[config.mk]
export PLATFORM = sky130hd
export DESIGN_NAME = lfu_cache_with_linear_decay
export DESIGN_NICKNAME = d
export VERILOG_FILES = /design/src/rtl/lfu_pkg.sv /design/src/rtl/lfu_ctrl.sv /design/src/rtl/lfu_dp.sv /design/src/rtl/lfu_cache_with_linear_decay.sv
export SDC_FILE = /design/constraint.sdc
export NUM_CORES = 1
export LEC_CHECK = 0
export BUFFER_PORTS_ARGS = -buffer_cell sky130_fd_sc_hd__clkbuf_2
export CAP_MARGIN = 20
export CORE_MARGIN = 5
export CORE_UTILIZATION = 61
export CTS_CLUSTER_SIZE = 25
export DETAILED_ROUTE_END_ITERATION = 8
export PLACE_DENSITY = 0.85
export SETUP_SLACK_MARGIN = 0.1
export SYNTH_ARGS = -nofsm -noshare
export SYNTH_HDL_FRONTEND = slang
export SYNTH_SLANG_ARGS = --single-unit
[constraint.sdc]
create_clock -name aclk -period 11 [get_ports aclk]
set_input_delay 1.1 -clock aclk [delete_from_list [all_inputs] [get_ports aclk]]
set_output_delay 1.1 -clock aclk [all_outputs]
set_load 0.005 [all_outputs]
[src/rtl/lfu_pkg.sv]
`timescale 1ns / 1ps
`default_nettype none

package lfu_pkg;

    localparam int ENTRIES     = 8;
    localparam int KEY_WIDTH   = 32;
    localparam int COUNT_WIDTH = 16;

    // Field widths fixed by the register and command definitions.
    localparam int CAP_WIDTH = 4;
    localparam int CMD_WIDTH = 2;

    localparam int IDX_W = $clog2(ENTRIES);
    localparam int OCC_W = $clog2(ENTRIES + 1);
    localparam int CMP_W = (OCC_W > CAP_WIDTH) ? OCC_W : CAP_WIDTH;

    localparam logic [CAP_WIDTH-1:0] CAP_RESET = 4'd8;

    localparam logic [CMD_WIDTH-1:0] CMD_GET   = 2'd0;
    localparam logic [CMD_WIDTH-1:0] CMD_PUT   = 2'd1;
    localparam logic [CMD_WIDTH-1:0] CMD_DECAY = 2'd2;
    localparam logic [CMD_WIDTH-1:0] CMD_NONE  = 2'd3;

    typedef struct packed {
        logic [CMD_WIDTH-1:0] cmd;
        logic [KEY_WIDTH-1:0] key;
    } in_word_t;

    typedef struct packed {
        logic                   hit;
        logic [KEY_WIDTH-1:0]   value_out;
        logic                   evict_valid;
        logic [KEY_WIDTH-1:0]   evict_key;
        logic [COUNT_WIDTH-1:0] evict_count;
        logic                   new_dropped;
    } out_word_t;

    typedef enum logic [1:0] {
        ST_IDLE,
        ST_SCAN,
        ST_FINISH
    } state_t;

    typedef struct packed {
        logic capture;
        logic scan;
        logic commit;
    } dp_cmd_t;

    typedef struct packed {
        logic scan_last;
        logic out_free;
    } dp_stat_t;

endpackage

`default_nettype wire

[src/rtl/lfu_ctrl.sv]
`timescale 1ns / 1ps
`default_nettype none

module lfu_ctrl (
    input  wire                 aclk,
    input  wire                 aresetn,
    input  wire                 s_valid,
    output logic                s_ready,
    input  lfu_pkg::dp_stat_t   stat,
    output lfu_pkg::dp_cmd_t    cmd
);

    lfu_pkg::state_t state_reg;
    lfu_pkg::state_t state_next;

    always_ff @(posedge aclk) begin
        if (!aresetn) begin
            state_reg <= lfu_pkg::ST_IDLE;
        end else begin
            state_reg <= state_next;
        end
    end

    always_comb begin
        state_next = state_reg;
        unique case (state_reg)
            lfu_pkg::ST_IDLE: begin
                if (s_valid) begin
                    state_next = lfu_pkg::ST_SCAN;
                end
            end
            lfu_pkg::ST_SCAN: begin
                if (stat.scan_last) begin
                    state_next = lfu_pkg::ST_FINISH;
                end
            end
            lfu_pkg::ST_FINISH: begin
                if (stat.out_free) begin
                    state_next = lfu_pkg::ST_IDLE;
                end
            end
            default: begin
                state_next = lfu_pkg::ST_IDLE;
            end
        endcase
    end

    always_comb begin
        s_ready     = 1'b0;
        cmd.capture = 1'b0;
        cmd.scan    = 1'b0;
        cmd.commit  = 1'b0;
        unique case (state_reg)
            lfu_pkg::ST_IDLE: begin
                s_ready     = 1'b1;
                cmd.capture = s_valid;
            end
            lfu_pkg::ST_SCAN: begin
                cmd.scan = 1'b1;
            end
            lfu_pkg::ST_FINISH: begin
                cmd.commit = stat.out_free;
            end
            default: begin
                s_ready = 1'b0;
            end
        endcase
    end

    // The finish state is only reached through a full scan.
    a_finish_after_scan: assert property (@(posedge aclk) disable iff (!aresetn)
        (state_reg == lfu_pkg::ST_FINISH) |->
            ($past(state_reg) == lfu_pkg::ST_SCAN || $past(state_reg) == lfu_pkg::ST_FINISH))
        else $error("finish state entered without a scan");

    a_commit_returns_idle: assert property (@(posedge aclk) disable iff (!aresetn)
        cmd.commit |=> (state_reg == lfu_pkg::ST_IDLE))
        else $error("controller did not return to idle after commit");

    a_scan_ends: assert property (@(posedge aclk) disable iff (!aresetn)
        (state_reg == lfu_pkg::ST_SCAN && stat.scan_last) |=> (state_reg == lfu_pkg::ST_FINISH))
        else $error("scan did not end on the last entry");

endmodule

`default_nettype wire

[src/rtl/lfu_dp.sv]
`timescale 1ns / 1ps
`default_nettype none

module lfu_dp (
    input  wire                                  aclk,
    input  wire                                  aresetn,
    input  lfu_pkg::in_word_t                    s_data,
    input  wire                                  cfg_wr_en,
    input  wire  [lfu_pkg::CAP_WIDTH-1:0]        cfg_wr_data,
    input  lfu_pkg::dp_cmd_t                     cmd,
    output lfu_pkg::dp_stat_t                    stat,
    output logic                                 m_valid,
    input  wire                                  m_ready,
    output lfu_pkg::out_word_t                   m_data
);

    localparam int IW = lfu_pkg::IDX_W;
    localparam int KW = lfu_pkg::KEY_WIDTH;
    localparam int CW = lfu_pkg::COUNT_WIDTH;
    localparam int OW = lfu_pkg::OCC_W;
    localparam int MW = lfu_pkg::CMP_W;

    // Entry storage
    logic [lfu_pkg::ENTRIES-1:0] valid_reg;
    logic [KW-1:0]               key_mem [lfu_pkg::ENTRIES];
    logic [CW-1:0]               cnt_mem [lfu_pkg::ENTRIES];
    logic [lfu_pkg::CAP_WIDTH-1:0] cap_reg;

    // Operation and scan results
    logic [lfu_pkg::CMD_WIDTH-1:0] op_cmd_reg;
    logic [KW-1:0] op_key_reg;
    logic [IW-1:0] idx_reg;
    logic          found_reg;
    logic [IW-1:0] match_idx_reg;
    logic [CW-1:0] match_cnt_reg;
    logic          min_valid_reg;
    logic [IW-1:0] min_idx_reg;
    logic [CW-1:0] min_cnt_reg;
    logic [KW-1:0] min_key_reg;
    logic          free_found_reg;
    logic [IW-1:0] free_idx_reg;
    logic [OW-1:0] used_reg;

    logic               m_valid_reg;
    logic               m_valid_next;
    lfu_pkg::out_word_t out_reg;
    lfu_pkg::out_word_t out_next;

    logic [IW-1:0] rd_idx;
    logic [KW-1:0] rd_key_reg;
    logic [CW-1:0] rd_cnt_reg;

    logic          cur_valid;
    logic [KW-1:0] cur_key;
    logic [CW-1:0] cur_cnt;
    logic          cur_match;
    logic          cur_min;
    logic          cur_free;
    logic          decay_dec;

    logic          is_get;
    logic          is_put;
    logic [MW-1:0] cap_ext;
    logic [MW-1:0] eff_cap;
    logic          full;
    logic          evict;
    logic          dropped;
    logic          insert;
    logic [IW-1:0] wr_idx;
    logic          cnt_we;
    logic [CW-1:0] wr_cnt;
    logic [CW-1:0] bumped_cnt;

    // The entry for the next scan step is fetched into the read registers while the
    // current one is scanned, so during a scan the read data belongs to the entry at idx_reg.
    assign rd_idx = cmd.capture ? '0 : idx_reg + 1'b1;

    always_ff @(posedge aclk) begin
        rd_key_reg <= key_mem[rd_idx];
        rd_cnt_reg <= cnt_mem[rd_idx];
    end

    assign cur_valid = valid_reg[idx_reg];
    assign cur_key   = rd_key_reg;
    assign cur_cnt   = rd_cnt_reg;
    assign cur_match = cur_valid && (cur_key == op_key_reg);
    assign cur_min   = cur_valid && (!min_valid_reg || (cur_cnt < min_cnt_reg));
    assign cur_free  = !cur_valid && !free_found_reg;
    assign decay_dec = cmd.scan && (op_cmd_reg == lfu_pkg::CMD_DECAY) && cur_valid
                       && (cur_cnt != '0);

    assign stat.scan_last = (idx_reg == IW'(lfu_pkg::ENTRIES - 1));
    assign stat.out_free  = !m_valid_reg || m_ready;

    // Effective capacity is the register clamped to one through the entry count.
    assign cap_ext = MW'(cap_reg);
    always_comb begin
        if (cap_reg == '0) begin
            eff_cap = MW'(1);
        end else if (cap_ext > MW'(lfu_pkg::ENTRIES)) begin
            eff_cap = MW'(lfu_pkg::ENTRIES);
        end else begin
            eff_cap = cap_ext;
        end
    end

    assign is_get     = (op_cmd_reg == lfu_pkg::CMD_GET);
    assign is_put     = (op_cmd_reg == lfu_pkg::CMD_PUT);
    assign full       = (MW'(used_reg) >= eff_cap);
    assign bumped_cnt = (match_cnt_reg == '1) ? match_cnt_reg : match_cnt_reg + 1'b1;

    always_comb begin
        evict   = 1'b0;
        dropped = 1'b0;
        insert  = 1'b0;
        wr_idx  = free_idx_reg;
        if (is_put && !found_reg) begin
            if (full) begin
                if (!min_valid_reg || (min_cnt_reg > CW'(1))) begin
                    dropped = 1'b1;
                end else begin
                    evict  = 1'b1;
                    insert = 1'b1;
                    wr_idx = min_idx_reg;
                end
            end else if (free_found_reg) begin
                insert = 1'b1;
            end else begin
                dropped = 1'b1;
            end
        end
        cnt_we = insert || ((is_get || is_put) && found_reg);
        if (insert) begin
            wr_cnt = CW'(1);
        end else begin
            wr_cnt = bumped_cnt;
            wr_idx = match_idx_reg;
        end
    end

    always_comb begin
        out_next             = '0;
        out_next.hit         = (is_get || is_put) && found_reg;
        out_next.value_out   = (is_get && found_reg) ? op_key_reg : '0;
        out_next.evict_valid = evict;
        out_next.evict_key   = evict ? min_key_reg : '0;
        out_next.evict_count = evict ? min_cnt_reg : '0;
        out_next.new_dropped = dropped;
    end

    always_comb begin
        m_valid_next = m_valid_reg;
        if (cmd.commit) begin
            m_valid_next = 1'b1;
        end else if (m_ready) begin
            m_valid_next = 1'b0;
        end
    end

    always_ff @(posedge aclk) begin
        if (!aresetn) begin
            valid_reg   <= '0;
            cap_reg     <= lfu_pkg::CAP_RESET;
            m_valid_reg <= 1'b0;
        end else begin
            m_valid_reg <= m_valid_next;
            if (cfg_wr_en) begin
                cap_reg <= cfg_wr_data;
            end
            if (cmd.commit && insert) begin
                valid_reg[wr_idx] <= 1'b1;
            end
        end
    end

    always_ff @(posedge aclk) begin
        if (decay_dec) begin
            cnt_mem[idx_reg] <= cur_cnt - 1'b1;
        end
        if (cmd.commit && cnt_we) begin
            cnt_mem[wr_idx] <= wr_cnt;
        end
        if (cmd.commit && insert) begin
            key_mem[wr_idx] <= op_key_reg;
        end
        if (cmd.commit) begin
            out_reg <= out_next;
        end
    end

    always_ff @(posedge aclk) begin
        if (cmd.capture) begin
            op_cmd_reg     <= s_data.cmd;
            op_key_reg     <= s_data.key;
            idx_reg        <= '0;
            found_reg      <= 1'b0;
            min_valid_reg  <= 1'b0;
            free_found_reg <= 1'b0;
            used_reg       <= '0;
        end else if (cmd.scan) begin
            idx_reg <= idx_reg + 1'b1;
            if (cur_match && !found_reg) begin
                found_reg     <= 1'b1;
                match_idx_reg <= idx_reg;
                match_cnt_reg <= cur_cnt;
            end
            if (cur_min) begin
                min_valid_reg <= 1'b1;
                min_idx_reg   <= idx_reg;
                min_cnt_reg   <= cur_cnt;
                min_key_reg   <= cur_key;
            end
            if (cur_free) begin
                free_found_reg <= 1'b1;
                free_idx_reg   <= idx_reg;
            end
            if (cur_valid) begin
                used_reg <= used_reg + 1'b1;
            end
        end
    end

    assign m_valid = m_valid_reg;
    assign m_data  = out_reg;

    a_commit_when_free: assert property (@(posedge aclk) disable iff (!aresetn)
        cmd.commit |-> stat.out_free)
        else $error("result committed over a word still waiting");

    a_scan_starts_at_zero: assert property (@(posedge aclk) disable iff (!aresetn)
        cmd.capture |=> (idx_reg == '0))
        else $error("scan index not cleared on capture");

    a_evict_excludes_drop: assert property (@(posedge aclk) disable iff (!aresetn)
        m_valid_reg |-> !(out_reg.evict_valid && out_reg.new_dropped))
        else $error("result both evicts and drops");

    a_hit_excludes_evict: assert property (@(posedge aclk) disable iff (!aresetn)
        (m_valid_reg && out_reg.hit) |-> (!out_reg.evict_valid && !out_reg.new_dropped))
        else $error("hit reported together with eviction or drop");

endmodule

`default_nettype wire

[src/rtl/lfu_cache_with_linear_decay.sv]
// Channel  Direction  Handshake          Payload
// s_       in         s_valid/s_ready    s_data  (cmd, key)
// m_       out        m_valid/m_ready    m_data  (hit, value_out, evict_*, new_dropped)
// cfg_     in         cfg_wr_en          cfg_wr_data (capacity)
//
// Each word is captured, then the store is scanned entry by entry through a
// single read port, and then the result is committed.
// One word is in work at a time; a finished result sits in the output register,
// and a new word is accepted while it waits to be taken.
// A stalled output only holds the commit cycle of the following word.
// Reset is synchronous: it clears the entry valid bits and sets capacity to 8.
`timescale 1ns / 1ps
`default_nettype none

module lfu_cache_with_linear_decay (
    input  wire                              aclk,
    input  wire                              aresetn,
    input  wire                              s_valid,
    output logic                             s_ready,
    input  lfu_pkg::in_word_t                s_data,
    output logic                             m_valid,
    input  wire                              m_ready,
    output lfu_pkg::out_word_t               m_data,
    input  wire                              cfg_wr_en,
    input  wire  [lfu_pkg::CAP_WIDTH-1:0]    cfg_wr_data
);

    lfu_pkg::dp_cmd_t  dp_cmd;
    lfu_pkg::dp_stat_t dp_stat;

    lfu_ctrl u_ctrl (
        .aclk    (aclk),
        .aresetn (aresetn),
        .s_valid (s_valid),
        .s_ready (s_ready),
        .stat    (dp_stat),
        .cmd     (dp_cmd)
    );

    lfu_dp u_dp (
        .aclk        (aclk),
        .aresetn     (aresetn),
        .s_data      (s_data),
        .cfg_wr_en   (cfg_wr_en),
        .cfg_wr_data (cfg_wr_data),
        .cmd         (dp_cmd),
        .stat        (dp_stat),
        .m_valid     (m_valid),
        .m_ready     (m_ready),
        .m_data      (m_data)
    );

endmodule

`default_nettype wire

# After elaboration in Yosys (flattened, before gate mapping)
# Memories as Yosys holds them, arrays and structs flattened. A register that Yosys moved wholly into a read port is not among the register bits.
# Cells that the tools add are included.
[classes]
n_eq_ne = 10
magnitude_cmp = 7
n_mux = 41
n_addsub = 4
reduce_logical = 37
bitwise_logic = 2
[ops]
columns = ["op", "n"]
rows = [
  ["16-bit two-way mux", 3],
  ["32-bit equality test", 1],
  ["1-bit two-way mux", 24],
  ["3-bit two-way mux", 6],
  ["16-bit by 1-bit adder with 16-bit output, second input constant", 1],
  ["16-bit equality test, second input constant", 1],
  ["16-bit by 1-bit > comparator with 1-bit output, second input constant", 1],
  ["16-bit < comparator", 1],
  ["16-bit nonzero test", 1],
  ["16-bit OR reduction", 1],
  ["16-bit by 1-bit subtractor with 16-bit output, second input constant", 1],
  ["1-bit logical AND", 13],
  ["3-bit AND reduction", 4],
  ["3-bit by 4-bit < comparator with 1-bit output, second input constant", 2],
  ["4-bit two-way mux", 2],
  ["8-bit OR", 1],
  ["2-bit AND reduction", 4],
  ["2-bit two-way mux", 3],
  ["2-bit one-hot mux with 3 select lines", 1],
  ["1-bit logical NOT", 5],
  ["1-bit logical OR", 5],
  ["4-bit by 1-bit adder with 4-bit output, second input constant", 1],
  ["2-bit by 1-bit equality test with 1-bit output, second input constant", 2],
  ["2-bit equality test, second input constant", 2],
  ["13 further kinds", 15],
]
[totals]
elab_cells = 126
ff_bits = 215
mem_count = 2
mem_bits_rw = 384
in_bits = 43
out_inout_bits = 85
[memory_table]
columns = ["name", "depth", "width", "rd", "rd_ports_with_merged_regs", "write_ports", "line_no", "source"]
rows = [
  ["u_dp.key_mem", 8, 32, 1, 1, 1, "lfu_dp.sv:25", "logic [KW-1:0] key_mem [lfu_pkg::ENTRIES];"],
  ["u_dp.cnt_mem", 8, 16, 1, 1, 1, "lfu_dp.sv:26", "logic [CW-1:0] cnt_mem [lfu_pkg::ENTRIES];"],
]

# Depth between registers and ports, before layout
[depth]
word_depth = 12
mapped_depth = 12

# Hierarchy
# From an unflattened synthesis, not the netlist that was laid out.
[unflattened]
hier_cells = 1631
hier_area_um2 = 25006.5
[by_module_without_submodules]
columns = ["module", "n_inst", "seq_area_each_um2", "cells_per_inst", "area_per_inst_um2"]
rows = [
  ["lfu_dp", 1, 18657.9, 1619, 24887.6],
  ["lfu_ctrl", 1, 40.0, 12, 118.9],
]

# Worst setup path before layout
# Ideal clock, no wire load.
[synth_path]
kind = "input to register"
startpoint = "input port m_ready"
endpoint = "memory u_dp.key_mem[1][0] (netlist bit) (enable)"
required_ps = 10536
setup_ps = 464
arrival_time_ps = 8265
slack_ps = 2271
path_buffers = 0
path_stages = 5
path_cell_list = "nand2b_1 nor2b_1 nand2_1 a21o_1 nor3_1"
[synth_lines]
columns = ["item", "line_no", "source"]
rows = [
  ["start, declared", "lfu_cache_with_linear_decay.sv:22", "input wire m_ready,"],
  ["end, declared", "lfu_dp.sv:25", ""],
]

# Worst setup path in the final report
[layout_path]
startpoint = "register u_dp.cap_reg, in the netlist u_dp.cap_ext[2]"
endpoint = "memory u_dp.key_mem[6][5] (netlist bit) (enable)"
[layout_between]
elab_chain_len = 9
elab_cells_between_ends = 13
classes_between = "order compare: 2; mux: 9; reduce/logical: 2"
[layout_rtl]
columns = ["item", "line_no", "source"]
rows = [
  ["start, declared", "lfu_dp.sv:27", "logic [lfu_pkg::CAP_WIDTH-1:0] cap_reg;"],
  ["start signal, assigned", "lfu_dp.sv:163", "cap_reg <= lfu_pkg::CAP_RESET;"],
  ["start signal, assigned", "lfu_dp.sv:168", "cap_reg <= cfg_wr_data;"],
  ["4-bit > comparator", "lfu_dp.sv:100", "end else if (cap_ext > MW'(lfu_pkg::ENTRIES)) begin"],
  ["4-bit two-way mux", "lfu_dp.sv:100", ""],
  ["4-bit two-way mux (*)", "lfu_dp.sv:98", "if (cap_reg == '0) begin"],
  ["4-bit greater-or-equal comparator (*)", "lfu_dp.sv:109", "assign full = (MW'(used_reg) >= eff_cap);"],
  ["1-bit two-way mux", "lfu_dp.sv:118", "if (full) begin"],
  ["1-bit two-way mux", "lfu_dp.sv:117", "if (is_put && !found_reg) begin"],
  ["1-bit logical AND", "lfu_dp.sv:183", "if (cmd.commit && insert) begin"],
  ["1-bit two-way mux", "lfu_dp.sv:183", ""],
  ["1-bit two-way mux (not written as such)", "lfu_dp.sv:184", "key_mem[wr_idx] <= op_key_reg;"],
]
# Every way passes the cells marked *; elsewhere a longest branch is shown, timed or not.

==> impl_metrics.env <==
export IMPL_fp_dieH_um=211
export IMPL_dp_cells=2189
export IMPL_synthMuxAreaShare=0.0686
export IMPL_relSlewSlack=0.240
export IMPL_synthCells=1559
export IMPL_ios=128
export IMPL_drv_slew=0
export IMPL_grt_pass1_vias=14600
export IMPL_synthAdderAreaFrac=0.0121
export IMPL_antenna_found_initial=1
export IMPL_max_freq_mhz=232
export IMPL_fin_crit_sh=0.392
export IMPL_synthXorXnorAreaFrac=0.0198
export IMPL_die_area_um2=44700
export IMPL_cts_setup_buffers=0
export IMPL_drtPass1Iterations=5
export IMPL_drt_iter0_drc=1783
export IMPL_hold_viol=0
export IMPL_largest_reg_flops=256
export IMPL_via_count=14100
export IMPL_cts_tree="built"
export IMPL_cap_viol_max_count=0
export IMPL_ant_nets=0
export IMPL_grt_max_degree=82
export IMPL_cts_path_max_buffers=3
export IMPL_globalplace_congestion=0.865
export IMPL_synth_avg_cell_area_um2=15.9
export IMPL_synthesis_area_um2=24700
export IMPL_p_leak_nw=9.81
export IMPL_ys_flop_type="edfxtp_1"
export IMPL_fp_row_count=73
export IMPL_grt_ovfl_total=0
export IMPL_totalNegativeSetupSlack_ns=0
export IMPL_track_usage=0.248
export IMPL_clk_latency_ns=0.65
export IMPL_drc=0
export IMPL_ys_ff_latch=647
export IMPL_avgViaCountPerCell=6.15
export IMPL_die_w_um=211
export IMPL_synth_top_family_by_area="simple AND/OR/NAND/NOR gates"
export IMPL_ff_latch_area_um2=18700
export IMPL_cts_sinks=647
export IMPL_skew_ns=0.0529
export IMPL_grt_pass1_wl_um=84400
export IMPL_n_fill_cell=2364
export IMPL_worstSetupPathType="reg -> reg"
export IMPL_p_total_mw=5.50
export IMPL_fin_crit_ns=4.31
export IMPL_wire_per_inst_um=23.9
export IMPL_htreeDepth=2
export IMPL_area_growth_syn_to_layout_pct=13.7
export IMPL_root_buffer="clkbuf_16"
export IMPL_cp_max_fo=18
export IMPL_rsz0062_at_grt="false"
export IMPL_hp_class="reg -> reg"
export IMPL_synth_edf_count=574
export IMPL_drive_gt1_frac=0.179
export IMPL_ys_warn_count=0
export IMPL_coreArea_um2=39900
export IMPL_ys_seq_area_frac=0.756
export IMPL_arrival_ns=4.59
export IMPL_critPathRequiredTime_ns=11.28
export IMPL_diodes=0
export IMPL_postSynth_asyncResetShare=0
export IMPL_finalSetupViolCount=0
export IMPL_final_cells=2300
export IMPL_nNetsFinal=1792
export IMPL_synth_simple_gate_area_frac=0.0804
export IMPL_multi_input_area_um2=5850
export IMPL_powerDensity_nw_per_um2=196
export IMPL_final_common_cell="edfxtp_1"
export IMPL_numCtsBuffers=59
export IMPL_largest_register="u_dp.key_mem"
export IMPL_wl_um=55000
export IMPL_layout_common_cells="574 x edfxtp_1, 181 x nor2_1, 154 x o21ai_0"
export IMPL_initial_core_util=0.620
export IMPL_irDropWorstVdd_v=0.000204
export IMPL_synth_compound_area_frac=0.0497
export IMPL_dp_final_hpwl_um=32300
export IMPL_portBuffers=127
export IMPL_worstMarginPinSlew_ns=1.13
export IMPL_endpoint_kind="register"
export IMPL_cts_repair_resized=0
export IMPL_cts_hold_buf=0
export IMPL_startpoint_type="register"
export IMPL_clk_pin_slew_worst_paths_ns=0.07
export IMPL_synthDistinctLibCells=51
export IMPL_status="complete, no violations"
[metal layers]
| layer | track usage | part of all wire |
|---|---|---|
| met2 | 0.408 | 0.49 |
| met1 | 0.338 | 0.39 |
| met4 | 0.0769 | 0.028 |
| met3 | 0.0559 | 0.090 |
| met5 | 0 | 0.00024 |
[synthesized netlist by cell type, drive strengths merged, types with 3 or more instances]
master  count  area (µm²)
edfxtp    574       17200
nor2      185         694
o21ai     155         776
nand2      77         289
dfxtp      73        1460
mux2i      57         571
mux4       50        1130
clkbuf     46         173
and2       38         238
and3       36         225
xor2       30         263
xnor2      26         228
ha         24         300
inv        22        82.6
buf        16        63.8
o22ai      16         100
nor3       13        65.1
nand3      12        60.1
nand2b     11        68.8
nand4      11        68.8
nor4       11        68.8
o21a       11        82.6
nor2b       9        56.3
a21oi       6        30.0
o211ai      6        45.0
and4        5        43.8
a21boi      4        30.0
or3         4        25.0
a21o        3        22.5
a22o        3        26.3
nor3b       3        27.5
o32ai       3        26.3
[critical path, stage by stage (launching register included)]
cell	delay, ns
dfxtp_1	0.36
nor2_1	0.06
nor2_1	0.10
nor2_1	0.06
ha_1	0.28
nor3b_1	0.34
o211ai_1	0.32
o211a_1	0.22
nor3_1	0.82
nand4_1	0.39
nor2_4	0.62
buf_4	0.40
[cell type report]
cell class / instances / share of cell area
sequential: 647 / 0.665
multi-input combinational: 840 / 0.208
clock buffer: 73 / 0.0544
timing repair buffer: 153 / 0.0295
tap: 525 / 0.0234
clock inverter: 38 / 0.0169
inverter: 24 / 0.00320
[power breakdown]
part / switching [mW] / total [mW] / internal, mW
logic: 0.320 / 0.491 / 0.171
clock network: 0.896 / 2.10 / 1.21
registers: 0.103 / 2.91 / 2.81
total: 1.32 / 5.50 / 4.19
[worst paths after layout]
| check | cells after the start | slack [ns] | from | to |
|---|---|---|---|---|
| hold reg to reg | 0 | 0.45 | u_dp.cur_key[9] | u_dp.min_key_reg[9] |
| setup reg to reg | 11 | 6.69 | u_dp.cap_ext[2] | u_dp.key_mem[6][5] |
| hold / removal | 0 | 0.45 | u_dp.cur_key[9] | u_dp.min_key_reg[9] |
| setup / recovery | 11 | 6.69 | u_dp.cap_ext[2] | u_dp.key_mem[6][5] |
[stage by stage]
step / hold slack (ns) / utilization / instance area (µm²) / setup slack, ns
floorplan: 0.428 / - / 24800 / 2.27
global placement: 0.432 / 0.655 / 26100 / 6.55
detailed placement: 0.439 / 0.655 / 26100 / 6.39
CTS: 0.449 / 0.705 / 28100 / 6.73
global route: 0.463 / 0.705 / 28100 / 6.45
finish: 0.450 / 0.705 / 28100 / 6.69
[cell families after synthesis]
| logic type | Yosys count |
|---|---|
| DFF | 647 |
| and+or+nand+nor | 421 |
| AOI/OAI and AO/OA | 217 |
| muxes | 107 |
| buffers and inverters | 86 |
| xor gates and xnor gates | 56 |
| adders and majority gates | 24 |
| other | 1 |
Note: power is estimated with default switching activity, not from simulation.
